[config.mk]
export PLATFORM = sky130hd
export DESIGN_NAME = gf2_poly_ext_euclid_inverse_unit
export DESIGN_NICKNAME = d
export VERILOG_FILES = /design/src/rtl/core/gpe_pkg.sv /design/src/rtl/core/gpe_div_unit.sv /design/src/rtl/core/gpe_coef_unit.sv /design/src/rtl/core/gpe_ctrl.sv /design/src/rtl/core/gf2_poly_ext_euclid_inverse_unit.sv
export SDC_FILE = /design/constraint.sdc
export NUM_CORES = 1
export LEC_CHECK = 0
export ABC_AREA = 1
export BUFFER_PORTS_ARGS = -buffer_cell sky130_fd_sc_hd__buf_2
export CORE_MARGIN = 2
export CORE_UTILIZATION = 30
export CTS_BUF_LIST = sky130_fd_sc_hd__clkbuf_16
export DETAILED_ROUTE_END_ITERATION = 8
export GPL_TIMING_DRIVEN = 0
export PLACE_DENSITY = 0.56
export SLEW_MARGIN = 5
export SYNTH_ARGS = -nofsm -noshare
export SYNTH_HDL_FRONTEND = slang
export SYNTH_SLANG_ARGS = --single-unit
[constraint.sdc]
create_clock -name clk_i -period 4.24 [get_ports clk_i]
set_input_delay 0.212 -clock clk_i [delete_from_list [all_inputs] [get_ports clk_i]]
set_output_delay 0.212 -clock clk_i [all_outputs]
set_load 0.05 [all_outputs]
[src/rtl/core/gpe_pkg.sv]
// ----------------------------------------------------------------------------
// GF(2) polynomial extended Euclid: shared definitions
// Types and constants used by the inverse unit and its sub-blocks.
// ----------------------------------------------------------------------------
package gpe_pkg;

  localparam int unsigned PolyBitsDef = 16;
  localparam int unsigned FieldW      = 16;

  typedef enum logic [2:0] {
    StIdle,
    StNorm,
    StDiv,
    StDenorm,
    StDone
  } gpe_state_e;

  typedef struct packed {
    logic load;
    logic norm_step;
    logic div_step;
    logic swap;
    logic denorm_step;
  } gpe_ctl_t;

  typedef struct packed {
    logic den_top;
    logic div_more;
    logic rem_zero;
    logic den_aligned;
  } gpe_sts_t;

endpackage

[src/rtl/core/gpe_div_unit.sv]
// ----------------------------------------------------------------------------
// GF(2) polynomial extended Euclid: remainder datapath
// Holds the dividend and divisor left-justified with their degree cursors and
// performs one shift-and-xor long division step per cycle.
// ----------------------------------------------------------------------------
module gpe_div_unit #(
  parameter int unsigned PolyBits = gpe_pkg::PolyBitsDef
) (
  input  logic                 clk_i,
  input  logic                 rst_ni,
  input  gpe_pkg::gpe_ctl_t    ctl_i,
  input  logic [PolyBits-1:0]  a_i,
  input  logic [PolyBits-1:0]  b_i,
  output gpe_pkg::gpe_sts_t    sts_o,
  output logic                 qbit_o,
  output logic [PolyBits-1:0]  gcd_o
);

  localparam int unsigned CW = $clog2(PolyBits + 1);

  logic [PolyBits-1:0] num_q, num_d;
  logic [PolyBits-1:0] den_q, den_d;
  logic [CW-1:0]       dnp_q, dnp_d;
  logic [CW-1:0]       ddp_q, ddp_d;
  logic [PolyBits-1:0] num_x;

  assign qbit_o = num_q[PolyBits-1];
  assign num_x  = num_q ^ (qbit_o ? den_q : '0);

  always_comb begin
    num_d = num_q;
    den_d = den_q;
    dnp_d = dnp_q;
    ddp_d = ddp_q;
    if (ctl_i.load) begin
      num_d = a_i;
      den_d = b_i;
      dnp_d = CW'(PolyBits);
      ddp_d = CW'(PolyBits);
    end else if (ctl_i.norm_step) begin
      den_d = {den_q[PolyBits-2:0], 1'b0};
      ddp_d = ddp_q - CW'(1);
    end else if (ctl_i.div_step) begin
      num_d = {num_x[PolyBits-2:0], 1'b0};
      dnp_d = dnp_q - CW'(1);
    end else if (ctl_i.swap) begin
      num_d = den_q;
      dnp_d = ddp_q;
      den_d = num_q;
      ddp_d = dnp_q;
    end else if (ctl_i.denorm_step) begin
      den_d = {1'b0, den_q[PolyBits-1:1]};
      ddp_d = ddp_q + CW'(1);
    end
  end

  always_ff @(posedge clk_i or negedge rst_ni) begin
    if (!rst_ni) begin
      dnp_q <= CW'(PolyBits);
      ddp_q <= CW'(PolyBits);
    end else begin
      dnp_q <= dnp_d;
      ddp_q <= ddp_d;
    end
  end

  always_ff @(posedge clk_i) begin
    num_q <= num_d;
    den_q <= den_d;
  end

  assign sts_o.den_top     = den_q[PolyBits-1];
  assign sts_o.div_more    = (dnp_q >= ddp_q);
  assign sts_o.rem_zero    = (num_q == '0);
  assign sts_o.den_aligned = (ddp_q == CW'(PolyBits));
  assign gcd_o             = den_q;

`ifndef NO_ASSERTIONS
  a_norm_den_nonzero: assert property (@(posedge clk_i) disable iff (!rst_ni)
    ctl_i.norm_step |-> (den_q != '0))
    else $error("Divisor normalisation started on a zero divisor.");

  a_swap_cursor_order: assert property (@(posedge clk_i) disable iff (!rst_ni)
    ctl_i.swap |=> (ddp_q < dnp_q))
    else $error("New divisor degree is not below the new dividend degree.");
`endif

endmodule

[src/rtl/core/gpe_coef_unit.sv]
// ----------------------------------------------------------------------------
// GF(2) polynomial extended Euclid: Bezout coefficient datapath
// Accumulates the quotient times the current coefficients bit-serially and
// rotates the coefficient pairs at each remainder step.
// ----------------------------------------------------------------------------
module gpe_coef_unit #(
  parameter int unsigned PolyBits = gpe_pkg::PolyBitsDef
) (
  input  logic                 clk_i,
  input  gpe_pkg::gpe_ctl_t    ctl_i,
  input  logic                 qbit_i,
  output logic [PolyBits-1:0]  coef_a_o,
  output logic [PolyBits-1:0]  coef_b_o
);

  logic [PolyBits-1:0] s0_q, s0_d, s1_q, s1_d;
  logic [PolyBits-1:0] t0_q, t0_d, t1_q, t1_d;
  logic [PolyBits-1:0] acc_s_q, acc_s_d, acc_t_q, acc_t_d;

  always_comb begin
    s0_d    = s0_q;
    s1_d    = s1_q;
    t0_d    = t0_q;
    t1_d    = t1_q;
    acc_s_d = acc_s_q;
    acc_t_d = acc_t_q;
    if (ctl_i.load) begin
      s0_d    = PolyBits'(1);
      s1_d    = '0;
      t0_d    = '0;
      t1_d    = PolyBits'(1);
      acc_s_d = '0;
      acc_t_d = '0;
    end else if (ctl_i.div_step) begin
      acc_s_d = {acc_s_q[PolyBits-2:0], 1'b0} ^ (qbit_i ? s1_q : '0);
      acc_t_d = {acc_t_q[PolyBits-2:0], 1'b0} ^ (qbit_i ? t1_q : '0);
    end else if (ctl_i.swap) begin
      s0_d    = s1_q;
      s1_d    = s0_q ^ acc_s_q;
      t0_d    = t1_q;
      t1_d    = t0_q ^ acc_t_q;
      acc_s_d = '0;
      acc_t_d = '0;
    end
  end

  always_ff @(posedge clk_i) begin
    s0_q    <= s0_d;
    s1_q    <= s1_d;
    t0_q    <= t0_d;
    t1_q    <= t1_d;
    acc_s_q <= acc_s_d;
    acc_t_q <= acc_t_d;
  end

  assign coef_a_o = s1_q;
  assign coef_b_o = t1_q;

endmodule

[src/rtl/core/gpe_ctrl.sv]
// ----------------------------------------------------------------------------
// GF(2) polynomial extended Euclid: sequencer
// Steps the datapaths through normalisation, division, remainder swap and
// final alignment of the gcd.
// ----------------------------------------------------------------------------
module gpe_ctrl (
  input  logic               clk_i,
  input  logic               rst_ni,
  input  logic               in_valid_i,
  input  logic               b_zero_i,
  input  logic               out_free_i,
  input  gpe_pkg::gpe_sts_t  sts_i,
  output gpe_pkg::gpe_ctl_t  ctl_o,
  output logic               in_ready_o,
  output logic               out_load_o,
  output logic               zdiv_o
);

  gpe_pkg::gpe_state_e state_q, state_d;
  logic                zdiv_q, zdiv_d;

  always_comb begin
    state_d = state_q;
    unique case (state_q)
      gpe_pkg::StIdle: begin
        if (in_valid_i) begin
          state_d = b_zero_i ? gpe_pkg::StDone : gpe_pkg::StNorm;
        end
      end
      gpe_pkg::StNorm: begin
        if (sts_i.den_top) begin
          state_d = gpe_pkg::StDiv;
        end
      end
      gpe_pkg::StDiv: begin
        if (!sts_i.div_more) begin
          state_d = sts_i.rem_zero ? gpe_pkg::StDenorm : gpe_pkg::StNorm;
        end
      end
      gpe_pkg::StDenorm: begin
        if (sts_i.den_aligned) begin
          state_d = gpe_pkg::StDone;
        end
      end
      gpe_pkg::StDone: begin
        if (out_free_i) begin
          state_d = gpe_pkg::StIdle;
        end
      end
      default: state_d = gpe_pkg::StIdle;
    endcase
  end

  always_comb begin
    ctl_o      = '0;
    in_ready_o = 1'b0;
    out_load_o = 1'b0;
    zdiv_d     = zdiv_q;
    unique case (state_q)
      gpe_pkg::StIdle: begin
        in_ready_o = 1'b1;
        ctl_o.load = in_valid_i;
        if (in_valid_i) begin
          zdiv_d = b_zero_i;
        end
      end
      gpe_pkg::StNorm:   ctl_o.norm_step   = !sts_i.den_top;
      gpe_pkg::StDiv: begin
        ctl_o.div_step = sts_i.div_more;
        ctl_o.swap     = !sts_i.div_more && !sts_i.rem_zero;
      end
      gpe_pkg::StDenorm: ctl_o.denorm_step = !sts_i.den_aligned;
      gpe_pkg::StDone:   out_load_o        = out_free_i;
      default: ;
    endcase
  end

  always_ff @(posedge clk_i or negedge rst_ni) begin
    if (!rst_ni) begin
      state_q <= gpe_pkg::StIdle;
      zdiv_q  <= 1'b0;
    end else begin
      state_q <= state_d;
      zdiv_q  <= zdiv_d;
    end
  end

  assign zdiv_o = zdiv_q;

`ifndef NO_ASSERTIONS
  a_done_gcd_aligned: assert property (@(posedge clk_i) disable iff (!rst_ni)
    (state_q == gpe_pkg::StDone && !zdiv_q) |-> sts_i.den_aligned)
    else $error("Result offered before the gcd was realigned.");
`endif

endmodule

[src/rtl/core/gf2_poly_ext_euclid_inverse_unit.sv]
// ----------------------------------------------------------------------------
// GF(2) polynomial extended Euclid inverse unit
// Returns the Bezout coefficients and the gcd of two binary polynomials.
// ----------------------------------------------------------------------------
// The unit takes one transaction at a time and answers each with exactly one
// result transaction. Coefficient of a, coefficient of b and the gcd satisfy
// a*coef_a + b*coef_b = gcd over GF(2); when the gcd is 1, coef_a is the
// inverse of a modulo b. A zero b gives all-zero fields with tuser set. How
// long an item with a nonzero b occupies the unit depends on the degree of
// the gcd and on the number of long divisions of the Euclid run. The
// divisor and dividend pass through a one-bit-a-cycle shift-and-xor datapath
// with a matching bit-serial coefficient multiplier. A finished result is
// held in the output register, so the next transaction is taken while the
// previous result still waits; a result can only be held up if the one
// before it has not left.
// ----------------------------------------------------------------------------
module gf2_poly_ext_euclid_inverse_unit #(
  parameter int unsigned PolyBits = gpe_pkg::PolyBitsDef
) (
  input  logic        clk_i,
  input  logic        rst_ni,
  input  logic        s_axis_tvalid,
  output logic        s_axis_tready,
  input  logic [31:0] s_axis_tdata,  // a_poly, b_poly
  output logic        m_axis_tvalid,
  input  logic        m_axis_tready,
  output logic [47:0] m_axis_tdata,  // coef_a, coef_b, gcd_poly
  output logic        m_axis_tuser   // zero_divisor
);

  localparam int unsigned FW = gpe_pkg::FieldW;
  localparam int unsigned XW = (PolyBits > FW) ? PolyBits : FW;

  logic [XW-1:0]       a_x, b_x;
  logic [PolyBits-1:0] a_w, b_w;
  logic                b_zero;

  gpe_pkg::gpe_ctl_t   ctl;
  gpe_pkg::gpe_sts_t   sts;
  logic                qbit;
  logic [PolyBits-1:0] gcd, coef_a, coef_b;
  logic [XW-1:0]       gcd_x, coef_a_x, coef_b_x;
  logic                out_free, out_load, zdiv;

  logic                m_valid_q, m_valid_d;
  logic [47:0]         m_data_q, m_data_d;
  logic                m_user_q, m_user_d;

  assign a_x    = XW'(s_axis_tdata[FW-1:0]);
  assign b_x    = XW'(s_axis_tdata[2*FW-1:FW]);
  assign a_w    = a_x[PolyBits-1:0];
  assign b_w    = b_x[PolyBits-1:0];
  assign b_zero = (b_w == '0);

  gpe_ctrl u_ctrl (
    .clk_i      (clk_i),
    .rst_ni     (rst_ni),
    .in_valid_i (s_axis_tvalid),
    .b_zero_i   (b_zero),
    .out_free_i (out_free),
    .sts_i      (sts),
    .ctl_o      (ctl),
    .in_ready_o (s_axis_tready),
    .out_load_o (out_load),
    .zdiv_o     (zdiv)
  );

  gpe_div_unit #(
    .PolyBits (PolyBits)
  ) u_div (
    .clk_i  (clk_i),
    .rst_ni (rst_ni),
    .ctl_i  (ctl),
    .a_i    (a_w),
    .b_i    (b_w),
    .sts_o  (sts),
    .qbit_o (qbit),
    .gcd_o  (gcd)
  );

  gpe_coef_unit #(
    .PolyBits (PolyBits)
  ) u_coef (
    .clk_i    (clk_i),
    .ctl_i    (ctl),
    .qbit_i   (qbit),
    .coef_a_o (coef_a),
    .coef_b_o (coef_b)
  );

  assign coef_a_x = XW'(coef_a);
  assign coef_b_x = XW'(coef_b);
  assign gcd_x    = XW'(gcd);
  assign out_free = !m_valid_q || m_axis_tready;

  always_comb begin
    m_valid_d = m_valid_q;
    m_data_d  = m_data_q;
    m_user_d  = m_user_q;
    if (out_load) begin
      m_valid_d = 1'b1;
      m_user_d  = zdiv;
      if (zdiv) begin
        m_data_d = '0;
      end else begin
        m_data_d = {gcd_x[FW-1:0], coef_b_x[FW-1:0], coef_a_x[FW-1:0]};
      end
    end else if (m_axis_tready) begin
      m_valid_d = 1'b0;
    end
  end

  always_ff @(posedge clk_i or negedge rst_ni) begin
    if (!rst_ni) begin
      m_valid_q <= 1'b0;
    end else begin
      m_valid_q <= m_valid_d;
    end
  end

  always_ff @(posedge clk_i) begin
    m_data_q <= m_data_d;
    m_user_q <= m_user_d;
  end

  assign m_axis_tvalid = m_valid_q;
  assign m_axis_tdata  = m_data_q;
  assign m_axis_tuser  = m_user_q;

endmodule

## After elaboration in Yosys (flattened, before gate mapping)

Cells that the tools add are included.

| word-level totals | value |
|---|---|
| input port bits | 36 |
| logic and storage cells | 96 |
| output and inout bits | 51 |
| register bits after elaboration | 192 |

| operators by class | value |
|---|---|
| equality and inequality tests | 12 |
| bitwise operators | 6 |
| muxes and demuxes | 40 |
| order comparisons | 1 |
| $add $sub $neg | 3 |
| reduce and logical (&&, ||, !) cells | 19 |

Operator list:

| cell | number |
|---|---|
| 16-bit two-way mux | 14 |
| 16-bit bitwise XOR | 4 |
| 5-bit two-way mux | 9 |
| 16-bit zero test | 2 |
| 3-bit two-way mux | 6 |
| 15-bit two-way mux | 1 |
| 3-bit case mux with 5 select lines | 1 |
| 15-bit bitwise XOR | 1 |
| 5-bit by 1-bit subtractor with 5-bit output (second input constant) | 2 |
| 2-bit by 1-bit inequality test with 1-bit output (second input constant) | 4 |
| 2-bit AND reduction | 4 |
| 1-bit two-way mux | 7 |
| 3-bit by 2-bit == test with 1-bit output (second input constant) | 2 |
| 5-bit by 1-bit adder with 5-bit output (second input constant) | 1 |
| 5-bit == test (second input constant) | 1 |
| 5-bit greater-or-equal comparator | 1 |
| 1-bit zero test | 5 |
| 5-bit AND reduction | 1 |
| 2-bit two-way mux | 2 |
| 2-bit inequality test (second input constant) | 2 |
| 2-bit nonzero test | 2 |
| 4-bit nonzero test | 1 |
| 3-bit by 1-bit == test with 1-bit output (second input constant) | 1 |
| 3-bit == test (second input constant) | 1 |
| 6 further kinds | 6 |

## Longest topological paths before layout

| logic depth | value |
|---|---|
| depth after elaboration | 8 |
| mapped depth | 15 |
| gate-level depth less buffers | 14 |

## Hierarchy

A second synthesis with hierarchy kept.

| unflattened totals | value |
|---|---|
| cell total of the unflattened synthesis | 1,193 |
| area total of the unflattened synthesis | 9,400.3 um2 |

Modules (own cells, without submodules):

| module | times used | area an instance (um2) | cells each | seq. area each (um2) |
|---|---|---|---|---|
| gpe_coef_unit | 1 | 4,174.0 | 597 | 1,921.8 |
| gpe_div_unit | 1 | 2,866.5 | 363 | 1,213.7 |
| gf2_poly_ext_euclid_inverse_unit | 1 | 2,019.4 | 182 | 1,496.4 |
| gpe_ctrl | 1 | 340.3 | 51 | 100.1 |

## Worst setup path before layout

Ideal clock, no wire load.

| timing | value |
|---|---|
| path type | register -> register |
| start | reg m_valid_q, in the netlist m_axis_tvalid |
| end | reg m_data_q[0], in the netlist m_axis_tdata[0] (enable) |
| period minus slack after synthesis | 3,323 ps |
| stages on the path, launching flop included | 5 |
| required time | 3,783 ps |
| setup time | 457 ps |
| data arrival time | 2,866 ps |
| setup slack | 917 ps |
| buffers on the path | 0 |
| cell sequence | dfrtp_1 inv_1 or2_2 inv_1 nor2_1 |

| between the ends | value |
|---|---|
| longest elaborated chain between the ends | 3 |

Ends and longest elaborated chain:

| what | RTL line | RTL |
|---|---|---|
| start: declaration | gf2_poly_ext_euclid_inverse_unit.sv:45 | `logic m_valid_q, m_valid_d;` |
| start signal: assignment | gf2_poly_ext_euclid_inverse_unit.sv:117 | `m_valid_q <= m_valid_d;` |
| 1-bit zero test | gf2_poly_ext_euclid_inverse_unit.sv:94 | `assign out_free = !m_valid_q \|\| m_axis_tready;` |
| 1-bit logical OR | gf2_poly_ext_euclid_inverse_unit.sv:94 |  |
| 1-bit two-way mux | gpe_ctrl.sv:59 | `unique case (state_q)` |
| end signal: assignment | gf2_poly_ext_euclid_inverse_unit.sv:122 | `m_data_q <= m_data_d;` |
| end: declaration | gf2_poly_ext_euclid_inverse_unit.sv:46 | `logic [47:0] m_data_q, m_data_d;` |

Every way passes these cells.
A chain may end at the register's enable or synchronous reset.

## Worst setup path in the final report

| timing | value |
|---|---|
| start | reg u_div.ddp_q[2] |
| end | reg u_div.ddp_q[3] |

| between the ends | value |
|---|---|
| longest elaborated chain between the ends | 8 |
| elaborated cells between the ends (all ways) | 17 |
| those cells by class | add/sub (2); order compare (1); eq/ne (2); mux (7); reduce/logical (5) |

Ends and longest elaborated chain:

| what | RTL line | RTL |
|---|---|---|
| start: declaration | gpe_div_unit.sv:24 | `logic [CW-1:0] ddp_q, ddp_d;` |
| start signal: assignment | gpe_div_unit.sv:60 | `ddp_q <= CW'(PolyBits);` |
| start signal: assignment | gpe_div_unit.sv:63 | `ddp_q <= ddp_d;` |
| 5-bit greater-or-equal comparator | gpe_div_unit.sv:73 | `assign sts_o.div_more = (dnp_q >= ddp_q);` |
| 1-bit zero test | n/a |  |
| 1-bit logical AND | gpe_ctrl.sv:70 | `ctl_o.swap = !sts_i.div_more && !sts_i.rem_zero;` |
| 2-bit two-way mux | gpe_ctrl.sv:59 |  |
| 5-bit two-way mux | gpe_div_unit.sv:46 | `end else if (ctl_i.swap) begin` |
| 5-bit two-way mux | gpe_div_unit.sv:43 | `end else if (ctl_i.div_step) begin` |
| 5-bit two-way mux | gpe_div_unit.sv:40 | `end else if (ctl_i.norm_step) begin` |
| 5-bit two-way mux | gpe_div_unit.sv:35 | `if (ctl_i.load) begin` |

Several ways; a longest one is shown, not always the timed one. The select of a mux whose other input is x is not followed.

==> flow_metrics.env <==
export IMPL_grt_pass1_vias=7130
export IMPL_cts_max_path_buffers=2
export IMPL_drtIter0Drc=510
export IMPL_worst_slew_pin_transition_ns=0.9817
export IMPL_finalSetupViolations=0
export IMPL_outcome="complete, no violations"
export IMPL_dr_pass1_iters=5
export IMPL_crit_fanout=18
export IMPL_routed_wl_microns=24200
export IMPL_grt_pass1_wl_microns=38700
export IMPL_area_delta_synth_final_pct=17.67
export IMPL_power_density_mw_per_mm2=900.0
export IMPL_start_util_pct=30.34
export IMPL_synth_avg_cell_area_sq_um=8.478
export IMPL_crit_buf_inv=4
export IMPL_grt_usage_pct=15.75
export IMPL_layout_nets=1210
export IMPL_place_port_buffers=86
export IMPL_clk_pin_slew_ns=0.07
export IMPL_fin_skew_ns=0.01699
export IMPL_cts_root_buf="clkbuf_16"
export IMPL_dieHeight_microns=176.9
export IMPL_clock_sinks=192
export IMPL_dp_hpwl_microns=17040
export IMPL_viasPerCell=4.763
export IMPL_cp_slowest_cell="nand3_1"
export IMPL_yosys_area_top_type="edfxtp_1"
export IMPL_critPathCaptureType="register"
export IMPL_hold_class="in -> reg"
export IMPL_netlist_instances=1058
export IMPL_antenna_found_initial=0
export IMPL_h_tree_depth=4
export IMPL_clk_latency_ns=0.44
export IMPL_drv_slew=0
export IMPL_cpPeakStageDelay_ns=0.71
export IMPL_grt_max_degree=32
export IMPL_worstPathCellList="clkbuf_1 -> inv_1 -> ha_1 -> nand2_1 -> nand2_1 -> nand2_1 -> nand2_1 -> nor2_1 -> nand3_2 -> buf_2 -> nand3_1 -> inv_1 -> nand2_1 -> nand2_1"
export IMPL_synth_cell_types=31
export IMPL_reg2reg_slack_ns=0.94
export IMPL_cts_buffers=17
export IMPL_slew_headroom_pct=34.37
export IMPL_synthArstFlopShare_pct=7.813
export IMPL_crit_type="reg -> reg"
export IMPL_final_min_clock_period_ns=3.297
export IMPL_synth_top_cell_area_share_pct=27.12
export IMPL_yosysSeqAreaShare_pct=52.75
export IMPL_n_antenna_cell=0
export IMPL_ioPinCount=87
export IMPL_max_cap_viol_count=0
export IMPL_ir_worst_vdd_mv=0.3548
export IMPL_fillerInstances=3104
export IMPL_hold_viol_final=0
export IMPL_dp_cells=1535
export IMPL_final_cell_count_no_fill=1568
export IMPL_yosys_register_bits=192
export IMPL_critPathLaunchType="register"
export IMPL_synth_edf_count=81
export IMPL_ctsResizeCount=0
export IMPL_drc=0
export IMPL_wire_per_inst_microns=15.43
export IMPL_fp_row_count=63
export IMPL_setup_tns_ns=0
export IMPL_ant_nets=0
export IMPL_vias=7468
export IMPL_core_area_sq_mm=0.02956
export IMPL_clock_fmax_mhz=303.3
export IMPL_gp_congestion=0.8440
export IMPL_power_leakage_nw=4.445
export IMPL_grt_overflow=0
export IMPL_finalCritPeriodShare_pct=77.77
export IMPL_syn_nets=1103
export IMPL_crit_top_cell="nand2_1"
export IMPL_crit_required_ns=4.56
export IMPL_drive_gt1_share_pct=13.58
export IMPL_crit_family="simple AND/OR/NAND/NOR gates"
export IMPL_tritoncts="yes"
export IMPL_rsz0062_at_grt="no"
export IMPL_dieArea_sq_mm=0.03130
export IMPL_critical_path_arrival_ns=3.62
export IMPL_ys_top_cells_by_area="edfxtp_1 27%, dfxtp_1 21%, nand2_1 8.4%"
export IMPL_synth_area_sq_mm=0.008970
export IMPL_yosys_warnings=0
export IMPL_ys_flop_type="dfxtp_1"
export IMPL_die_x_microns=176.9
synth_stat cells, types with 2 or more instances:
cell	n
buf_6	3
buf_4	7
dfstp_2	2
clkbuf_1	32
or2_2	2
nor3_1	2
buf_2	19
edfxtp_1	81
a21oi_1	132
dfrtp_1	13
xor2_1	53
nand3_1	76
inv_1	89
nand4_1	5
o21ai_1	13
nor2_1	84
dfxtp_1	96
o211ai_1	2
o21ai_0	95
nand2_1	200
nand3b_1	30
nand2_2	2
ha_1	9
inv_2	4
through the flow:
stage | setup slack (ns) | power (W) | util [%] | instance area, sq um | hold WS, ns
global route | 0.6235 | 0.01028 | 35.71 | 10560 | 0.08750
detailed placement | 0.9131 | 0.007801 | 33.55 | 9916 | 0.1667
finish | 0.9427 | 0.009500 | 35.71 | 10560 | 0.07800
CTS | 0.8906 | 0.009550 | 35.71 | 10560 | 0.06898
floorplan | 0.9174 | 0.006553 | - | 8970 | -0.08359
global placement | -0.2284 | 0.007717 | 33.45 | 9888 | 0.1650
power by group:
group,internal [W],switching (W),total [W],leakage (nW)
registers,0.00294,0.000571,0.00351,1.74
clock network,0.000951,0.000764,0.00172,0.312
logic,0.00140,0.00287,0.00427,2.39
flip-flops by register name, summed over array words and instances, names as in the netlist:
| signal | cells |
|---|---|
| m_axis_tuser | 1 |
| u_coef.s0_q | 16 |
| u_coef.acc_s_q | 16 |
| u_div.gcd_o | 16 |
| u_div.num_q | 16 |
| m_axis_tvalid | 1 |
| u_div.ddp_q | 5 |
| u_coef.acc_t_q | 16 |
| u_ctrl.zdiv_o | 1 |
| m_axis_tdata | 48 |
| u_coef.coef_b_o | 16 |
| u_ctrl.state_q | 3 |
| u_coef.t0_q | 16 |
| u_coef.coef_a_o | 16 |
| u_div.dnp_q | 5 |
worst paths after layout:
check,startpoint,end,depth (start not counted)
worst max-delay path,u_div.ddp_q[2]$_DFFE_PN0P_,u_div.ddp_q[3]$_DFFE_PN0P_,14
worst min-delay path,s_axis_tdata[6],u_div.num_q[6]$_DFFE_PP_,3
worst max register to register,u_div.ddp_q[2]$_DFFE_PN0P_,u_div.ddp_q[3]$_DFFE_PN0P_,14
worst min register to register,u_coef.acc_s_q[15]$_SDFFE_PP0P_,u_coef.acc_s_q[15]$_SDFFE_PP0P_,2
max in group asynchronous,rst_ni,u_div.dnp_q[4]$_DFFE_PN1P_,2
min in group asynchronous,rst_ni,u_div.ddp_q[2]$_DFFE_PN0P_,2
layout make-up:
cell class | count | area, sq um | share of cell area [%]
inverter | 93 | 349.1 | 3.307
sequential | 192 | 4732 | 44.83
clock buffer | 17 | 425.4 | 4.030
tap | 390 | 488.0 | 4.623
multi-input combinational | 711 | 3591 | 34.02
timing repair buffer | 88 | 460.4 | 4.362
clock inverter | 15 | 203.9 | 1.932
buffer | 62 | 305.3 | 2.892
worst reg2reg max path, delay by kind of cell, from the launching register on:
| kind | cells | cell delay [ns] |
|---|---|---|
| flip-flops | 1 | 0.32 |
| buffers and inverters | 4 | 0.94 |
| AND/OR/NAND/NOR | 9 | 1.59 |
| adder cells (fa/ha/maj) | 1 | 0.33 |
per-layer routing:
| metal | wire length, microns | GRT usage (%) | vias up |
|---|---|---|---|
| met1 | 11910 | 22.09 | 3542 |
| met4 | 444 | 5.028 | 0 |
| met5 | 0 | 0 | - |
| met3 | 902 | 2.191 | 27 |
| li1 | - | - | 3734 |
| met2 | 10940 | 25.05 | 165 |
cells by family after synthesis:
family / share of synthesized area (%)
flip-flops: 52.75
XOR/XNOR: 5.175
buffers and inverters: 7.295
AO/OA/AOI/OAI: 13.71
AND/OR/NAND/NOR: 19.81
adder cells (fa/ha/maj): 1.255
cell usage in the layout, fill, tap and decap left out, types with 2 or more instances in the layout:
cell type	count
o21ai_0	95
clkinv_8	2
buf_4	7
nand4_1	5
o21ai_1	13
inv_1	90
clkbuf_1	32
dfrtp_1	13
nor3_1	2
inv_8	3
dfxtp_1	96
nand3_1	76
nand3b_1	30
clkbuf_16	17
nor2_1	83
or2_2	2
o211ai_1	2
buf_6	3
edfxtp_1	81
nand2_1	200
a21oi_1	132
buf_2	105
xor2_1	53
nand2_2	2
ha_1	9
bufinv_16	3
dfstp_2	2
clkinv_4	3
inv_2	4
repair_timing:
item / CTS / global route
hold buffers: 1 / 0
hold endpoints to repair: 13 / 0
setup buffers: 0 / 0
Note: power is estimated with default switching activity, not from simulation.
